### config.mk
export PLATFORM = sky130hd
export DESIGN_NAME = polyphonic_voice_allocator_top
export DESIGN_NICKNAME = d
export VERILOG_FILES = /design/src/design/pva_pkg.sv /design/src/design/polyphonic_voice_allocator_top.sv /design/src/design/pva_start_mem.sv
export SDC_FILE = /design/constraint.sdc
export NUM_CORES = 1
export LEC_CHECK = 0
export BUFFER_PORTS_ARGS = -buffer_cell sky130_fd_sc_hd__buf_2
export CAP_MARGIN = 5
export CORE_MARGIN = 3
export CORE_UTILIZATION = 60
export DETAILED_ROUTE_END_ITERATION = 8
export PLACE_DENSITY = 0.84
export SYNTH_ARGS = -nofsm -noshare
export SYNTH_HDL_FRONTEND = slang
export SYNTH_SLANG_ARGS = --single-unit
export TNS_END_PERCENT = 5
### constraint.sdc
create_clock -name aclk -period 3.7 [get_ports aclk]
set_input_delay 0.555 -clock aclk [delete_from_list [all_inputs] [get_ports aclk]]
set_output_delay 0.555 -clock aclk [all_outputs]
set_load 0.05 [all_outputs]
### src/design/pva_pkg.sv
// Shared types and constants for the polyphonic voice allocator.
// Used by pva_start_mem, polyphonic_voice_allocator_top, pva_alloc_checker and the test; no dependencies.
package pva_pkg;

    // Default voice pool size.
    localparam int DEFAULT_MAX_VOICES = 16;

    // Field widths fixed by the stream format.
    localparam int KIND_W     = 2;
    localparam int VIDX_W     = 4;
    localparam int TIME_W     = 32;
    localparam int VCOUNT_W   = 5;
    localparam int CFG_IDX_W  = 2;
    localparam int CFG_DATA_W = 5;
    localparam int S_TDATA_W  = 40;
    localparam int M_TDATA_W  = 8;

    // Width used for count arithmetic, wide enough for any pool size up to 255.
    localparam int WIDE_W = 8;

    // Event kinds carried on s_tuser.
    localparam logic [KIND_W-1:0] KIND_REQUEST = 2'd0;
    localparam logic [KIND_W-1:0] KIND_START   = 2'd1;
    localparam logic [KIND_W-1:0] KIND_FINISH  = 2'd2;

    // Configuration register indexes.
    localparam logic [CFG_IDX_W-1:0] CFG_STEALING = 2'd0;
    localparam logic [CFG_IDX_W-1:0] CFG_COUNT    = 2'd1;

    // Controller states.
    typedef enum logic [1:0] {
        ST_IDLE = 2'b01,
        ST_SCAN = 2'b10
    } pva_state_t;

endpackage

### src/design/polyphonic_voice_allocator_top.sv
// Polyphonic voice allocator top level. Depends on pva_pkg and pva_start_mem.
// Start and finish beats give no result. A request that finds
// an idle voice gives its result in the cycle after the beat; a request that steals
// scans the start-time memory of the active voices one entry per cycle and gives its result
// when the scan ends, taking no new beat until then; a held result holds input.
// Reset is synchronous, active low: all voices idle, start times zero, config defaults.
module polyphonic_voice_allocator_top
    import pva_pkg::*;
#(
    parameter int MAX_VOICES = DEFAULT_MAX_VOICES
) (
    input  logic                  aclk,
    input  logic                  aresetn,
    // Input stream
    input  logic                  s_tvalid,
    output logic                  s_tready,
    input  logic [S_TDATA_W-1:0]  s_tdata,   // voice_index[3:0], now_time[35:4], zero pad
    input  logic [KIND_W-1:0]     s_tuser,   // kind[1:0]
    // Result stream
    output logic                  m_tvalid,
    input  logic                  m_tready,
    output logic [M_TDATA_W-1:0]  m_tdata,   // voice_found[0], granted_voice[4:1],
                                             // was_stolen[5], zero pad
    // Configuration writes
    input  logic                  cfg_we,
    input  logic [CFG_IDX_W-1:0]  cfg_index,
    input  logic [CFG_DATA_W-1:0] cfg_wdata
);

    localparam int IDX_W = (MAX_VOICES > 1) ? $clog2(MAX_VOICES) : 1;
    localparam int CNT_W = $clog2(MAX_VOICES + 1);
    localparam logic [WIDE_W-1:0] MAX_WIDE = WIDE_W'(MAX_VOICES);

    pva_state_t              state_reg, state_next;
    logic                    stealing_reg;
    logic [VCOUNT_W-1:0]     vcount_reg;
    logic [MAX_VOICES-1:0]   busy_reg, busy_next;
    logic [IDX_W-1:0]        scan_idx_reg, scan_idx_next;
    logic [IDX_W-1:0]        best_reg, best_next;
    logic [TIME_W-1:0]       oldest_reg, oldest_next;
    logic                    m_valid_reg, m_valid_next;
    logic                    found_reg, found_next;
    logic [IDX_W-1:0]        grant_reg, grant_next;
    logic                    stolen_reg, stolen_next;

    logic                    accept_in;
    logic [KIND_W-1:0]       in_kind;
    logic [VIDX_W-1:0]       in_vidx;
    logic [TIME_W-1:0]       in_time;
    logic [WIDE_W-1:0]       vidx_wide;
    logic                    vidx_ok;
    logic [IDX_W-1:0]        ev_idx;
    logic [WIDE_W-1:0]       count_wide;
    logic [WIDE_W-1:0]       n_wide;
    logic [CNT_W-1:0]        n_active;
    logic [MAX_VOICES-1:0]   active_mask;
    logic [MAX_VOICES-1:0]   idle_mask;
    logic                    idle_any;
    logic [IDX_W-1:0]        idle_idx;
    logic                    scan_last;
    logic                    mem_we;
    logic [IDX_W-1:0]        mem_raddr;
    logic [TIME_W-1:0]       mem_rdata;
    logic [WIDE_W-1:0]       grant_wide;

    // Unpack the input beat.
    assign in_kind   = s_tuser;
    assign in_vidx   = s_tdata[VIDX_W-1:0];
    assign in_time   = s_tdata[VIDX_W+TIME_W-1:VIDX_W];
    assign vidx_wide = WIDE_W'(in_vidx);
    assign vidx_ok   = (vidx_wide < MAX_WIDE);
    assign ev_idx    = vidx_wide[IDX_W-1:0];

    // Active voice count, saturated at the pool size.
    assign count_wide = WIDE_W'(vcount_reg);
    assign n_wide     = (count_wide > MAX_WIDE) ? MAX_WIDE : count_wide;
    assign n_active   = n_wide[CNT_W-1:0];

    for (genvar g = 0; g < MAX_VOICES; g++) begin : g_active
        assign active_mask[g] = (CNT_W'(g) < n_active);
    end

    // Lowest-index idle voice among the active ones.
    assign idle_mask = active_mask & ~busy_reg;
    assign idle_any  = |idle_mask;
    always_comb begin
        idle_idx = '0;
        for (int i = MAX_VOICES - 1; i >= 0; i--) begin
            if (idle_mask[i]) begin
                idle_idx = IDX_W'(i);
            end
        end
    end

    // Configuration registers.
    always_ff @(posedge aclk) begin
        if (!aresetn) begin
            stealing_reg <= 1'b0;
            vcount_reg   <= VCOUNT_W'(16);
        end else if (cfg_we) begin
            unique case (cfg_index)
                CFG_STEALING: stealing_reg <= cfg_wdata[0];
                CFG_COUNT:    vcount_reg   <= cfg_wdata[VCOUNT_W-1:0];
                default: ;
            endcase
        end
    end

    // Take a new beat only between items and once the output slot frees up.
    assign s_tready  = (state_reg == ST_IDLE) && (!m_valid_reg || m_tready);
    assign accept_in = s_tvalid && s_tready;

    // Start-time memory: written by start events, read by the oldest-voice scan.
    assign mem_we    = accept_in && (in_kind == KIND_START) && vidx_ok;
    assign mem_raddr = (state_reg == ST_SCAN) ? (scan_idx_reg + 1'b1) : '0;

    pva_start_mem #(
        .DEPTH  (MAX_VOICES),
        .ADDR_W (IDX_W)
    ) u_start_mem (
        .aclk    (aclk),
        .aresetn (aresetn),
        .wr_en   (mem_we),
        .wr_addr (ev_idx),
        .wr_data (in_time),
        .rd_addr (mem_raddr),
        .rd_data (mem_rdata)
    );

    assign scan_last = (WIDE_W'(scan_idx_reg) == (n_wide - 1'b1));

    // Controller: event handling, idle grant, and the oldest-voice scan.
    always_comb begin
        state_next    = state_reg;
        busy_next     = busy_reg;
        scan_idx_next = scan_idx_reg;
        best_next     = best_reg;
        oldest_next   = oldest_reg;
        m_valid_next  = m_valid_reg && !m_tready;
        found_next    = found_reg;
        grant_next    = grant_reg;
        stolen_next   = stolen_reg;

        unique case (state_reg)
            ST_IDLE: begin
                if (accept_in) begin
                    if (in_kind == KIND_FINISH && vidx_ok) begin
                        busy_next[ev_idx] = 1'b0;
                    end else if (in_kind == KIND_REQUEST) begin
                        if (idle_any) begin
                            busy_next[idle_idx] = 1'b1;
                            m_valid_next = 1'b1;
                            found_next   = 1'b1;
                            grant_next   = idle_idx;
                            stolen_next  = 1'b0;
                        end else if (stealing_reg && (n_active != '0)) begin
                            // Entry 0 is read on this edge; the scan starts with it.
                            state_next    = ST_SCAN;
                            scan_idx_next = '0;
                        end else begin
                            m_valid_next = 1'b1;
                            found_next   = 1'b0;
                            grant_next   = '0;
                            stolen_next  = 1'b0;
                        end
                    end
                end
            end
            ST_SCAN: begin
                // Keep the first entry, then only strictly older ones.
                if (scan_idx_reg == '0 || mem_rdata < oldest_reg) begin
                    best_next   = scan_idx_reg;
                    oldest_next = mem_rdata;
                end
                if (scan_last) begin
                    state_next   = ST_IDLE;
                    m_valid_next = 1'b1;
                    found_next   = 1'b1;
                    grant_next   = best_next;
                    stolen_next  = 1'b1;
                end else begin
                    scan_idx_next = scan_idx_reg + 1'b1;
                end
            end
            default: begin
                state_next = ST_IDLE;
            end
        endcase
    end

    // Control registers.
    always_ff @(posedge aclk) begin
        if (!aresetn) begin
            state_reg   <= ST_IDLE;
            busy_reg    <= '0;
            m_valid_reg <= 1'b0;
        end else begin
            state_reg   <= state_next;
            busy_reg    <= busy_next;
            m_valid_reg <= m_valid_next;
        end
    end

    // Scan and result payload registers.
    always_ff @(posedge aclk) begin
        scan_idx_reg <= scan_idx_next;
        best_reg     <= best_next;
        oldest_reg   <= oldest_next;
        found_reg    <= found_next;
        grant_reg    <= grant_next;
        stolen_reg   <= stolen_next;
    end

    // Pack the result beat.
    assign grant_wide = WIDE_W'(grant_reg);
    assign m_tvalid   = m_valid_reg;
    assign m_tdata    = {2'b00, stolen_reg, grant_wide[VIDX_W-1:0], found_reg};

    // The scan never overlaps a new input beat or a pending result.
    a_scan_blocks_input: assert property (@(posedge aclk) disable iff (!aresetn)
        (state_reg == ST_SCAN) |-> (!s_tready && !m_valid_reg))
        else $error("input accepted or result pending during scan");

    // A stolen grant is always a found grant.
    a_stolen_found: assert property (@(posedge aclk) disable iff (!aresetn)
        (m_valid_reg && stolen_reg) |-> found_reg)
        else $error("stolen flag without a granted voice");

    // An idle grant leaves the granted voice busy.
    a_grant_busy: assert property (@(posedge aclk) disable iff (!aresetn)
        (m_valid_reg && found_reg && !stolen_reg) |-> busy_reg[grant_reg])
        else $error("granted voice not marked busy");

    // A scan that completes always delivers a result on the next cycle.
    a_scan_result: assert property (@(posedge aclk) disable iff (!aresetn)
        ((state_reg == ST_SCAN) && scan_last) |=> (m_valid_reg && stolen_reg))
        else $error("scan finished without a result");

endmodule

### src/design/pva_start_mem.sv
// Start-time memory for the voice allocator: one write and one registered read port.
// Entries never written since reset read as zero. Depends on pva_pkg.
module pva_start_mem
    import pva_pkg::*;
#(
    parameter int DEPTH  = DEFAULT_MAX_VOICES,
    parameter int ADDR_W = 4
) (
    input  logic              aclk,
    input  logic              aresetn,
    input  logic              wr_en,
    input  logic [ADDR_W-1:0] wr_addr,
    input  logic [TIME_W-1:0] wr_data,
    input  logic [ADDR_W-1:0] rd_addr,
    output logic [TIME_W-1:0] rd_data
);

    logic [TIME_W-1:0] mem [DEPTH];
    logic [DEPTH-1:0]  written_reg;
    logic [TIME_W-1:0] rd_data_reg;
    logic              rd_written_reg;

    // Storage array and registered read.
    always_ff @(posedge aclk) begin
        if (wr_en) begin
            mem[wr_addr] <= wr_data;
        end
        rd_data_reg <= mem[rd_addr];
    end

    // Written marks stand in for clearing the array at reset.
    always_ff @(posedge aclk) begin
        if (!aresetn) begin
            written_reg    <= '0;
            rd_written_reg <= 1'b0;
        end else begin
            if (wr_en) begin
                written_reg[wr_addr] <= 1'b1;
            end
            rd_written_reg <= written_reg[rd_addr];
        end
    end

    assign rd_data = rd_written_reg ? rd_data_reg : '0;

endmodule

==> metrics.cfg <==
[clock_network]
holdBufCountCts=0
cts_root_buf=clkbuf_16
cts_tree=built
numCtsBuffers=60
post_cts_buffers=0
clock_latency_ps=640
cts_resized=0
clock-sinks=632
clockBufferDepth=3
cts.htree.levels=2
clkTransAtPathRegs_ps=60

[timing]
slew_viol_final=0
max_slew_margin_pct=42.3
tns_ps=0
finalHoldViolations=0
worstMarginPinSlew_ps=866
period_share_pct=87.8
fin_crit_ps=3250
rsz0062_at_grt=no
fin_skew_ps=33.0
finalSetupViolCount=0
max_freq_ghz=0.308

[drt]
dr_total_vias=16600
dr.pass1.iters=5
ant_nets=0
wl_um=60300
first_iter_violations=1961
drc_errors=0
via_per_inst=6.31
drt-wirelength-per-cell_um=22.9

[final_layout]
largest_register_ffs=512
fin_util_pct=68.7
drive_gt1_share_pct=11.9
finalNetCount=2093
area_growth_pct=12.2

[critical_path]
path_class=reg2reg
cp.arrival_ps=3610
crit_path_start_kind=flip-flop
r2r_start=u_start_mem.rd_written_reg
worstRegToRegCells=10
rrSetupSlack_ps=450
crit_start=u_start_mem.rd_written_reg
cp.required_ps=4060
setup.worst_path.end=best_reg[3]
r2r-end=best_reg[3]
crit_fanout=19
critPathCaptureType=flip-flop

[grt]
grt_overflow=0
grt_start_max_net_pins=139
grt_usage_pct=26.6
grt_pass1_wl_um=92300
antenna_found_initial=2
grt_pass1_vias=16400

[run]
drv_cap=0

[yosys]
synth_compound_area_share_pct=13.2
yosysWarnings=0
synthAdderAreaFrac_pct=1.84
synth_xor_area_share_pct=0.169
avgSynthCellArea_sq_um=13.2
yosys.cell_types.count=67
ys_async_sr_fraction_pct=0
netlist_instances=1965
synth_top_cell_area_share_pct=64.7
synth.most_common_cell=edfxtp_1
synth-edff-count=558
ys.flop_type=edfxtp_1
synth_mux_area_share_pct=0.401
synth_area_leaders=edfxtp_1, dfxtp_1, a211oi_1
synth_seq_cells=632
synth_area_sq_mm=0.0259
yosysTopAreaCell=edfxtp_1
synth_simple_gate_area_share_pct=11.2
synth_top_family_by_area=compound AO/OA/AOI/OAI gates
synth.yosys.seq_area_share_pct=70.4
synth_common_cells=edfxtp_1, nand2_1, a211oi_1

[power_and_ir_drop]
ir_drop_mv=0.387
p_leak_nw=9.74
p_per_area_mw_per_mm2=488

[floorplanning]
row_count=75
die_x_um=214
initial_utilization_pct=61.2
dieArea_sq_mm=0.0457
die_h_um=214
core_sq_mm=0.0423
io_pins=64

[placement]
gp_congestion=0.888
io_buffers=57
post-dp-hpwl_um=31400

[worst_hold_path]
hold_class=in2reg

[run_status]
status=finished, final reports clean

-- how the worst min path moves through the flow --
stage	slack [ps]	cells past startpoint	end	start
floorplan	430	2	u_start_mem.written_reg[10]	u_start_mem.written_reg[10]
global placement	440	2	u_start_mem.written_reg[10]	u_start_mem.written_reg[10]
detailed placement	460	2	u_start_mem.written_reg[6]	u_start_mem.written_reg[6]
CTS	150	3	vcount_reg[1]	cfg_wdata[1]
global route	190	3	vcount_reg[4]	cfg_wdata[4]
finish	170	3	vcount_reg[1]	cfg_wdata[1]
-- stage by stage --
stage | hold slack (ps) | power, W | std cells | setup WS, ps | instance area (sq um)
finish | 173 | 0.0142 | 2634 | 452 | 29100
global route | 194 | 0.0146 | 2632 | 219 | 29100
CTS | 146 | 0.0143 | 2630 | 458 | 29100
detailed placement | 458 | 0.00816 | 2516 | 551 | 27000
global placement | 442 | 0.00815 | 2516 | 645 | 27000
floorplan | 432 | 0.00803 | 1966 | 264 | 25900
-- critical path, stage by stage, from the launching register on --
cell	delay, ps
dfxtp_1	650
and2_1	260
ha_1	210
nand2b_1	150
o221a_2	180
o21ai_0	80
a211oi_1	340
a2bb2oi_1	480
o21ai_0	190
buf_4	190
mux2_2	260
-- logic make-up after synthesis --
logic type	Yosys count
buffers and inverters	180
adders and majority gates	38
xor gates and xnor gates	5
and+or+nand+nor	608
muxes	10
AOI/OAI and AO/OA	491
other	1
DFF	632
-- layout make-up --
cell class                 count  area, sq um
tap                          577          722
fill                        2693        13300
clock inverter                26          277
clock buffer                  88         1770
inverter                      48          185
timing repair buffer         105          771
sequential                   632        18200
multi-input combinational   1154         7100
antenna                        4         10.0
-- cell usage in the layout (no fill, tap or decap), types with 57 or more instances in the layout --
cell and count:
and2_1 166, a311oi_1 67, a31oi_1 69, nand2_1 299, dfxtp_1 74, clkbuf_16 60
a211oi_1 172, edfxtp_1 558, a21oi_1 89, buf_2 57
-- layer usage --
layer	wire length (um)	share of wire, %	global-route usage (%)
met4	1760	2.9	10.2
met3	4870	8.1	4.70
met5	0	0	0
met1	23400	39	35.1
met2	30200	50	44.5
-- where the power goes --
| part | switching, W | leakage [nW] | total [W] | internal (W) |
|---|---|---|---|---|
| Clock | 0.00258 | 1.01 | 0.00618 | 0.00360 |
| Sequential | 0.0000156 | 5.73 | 0.00779 | 0.00777 |
| Combinational | 0.000171 | 3.00 | 0.000225 | 0.0000543 |
No activity file was read; power rests on OpenSTA's default activity.
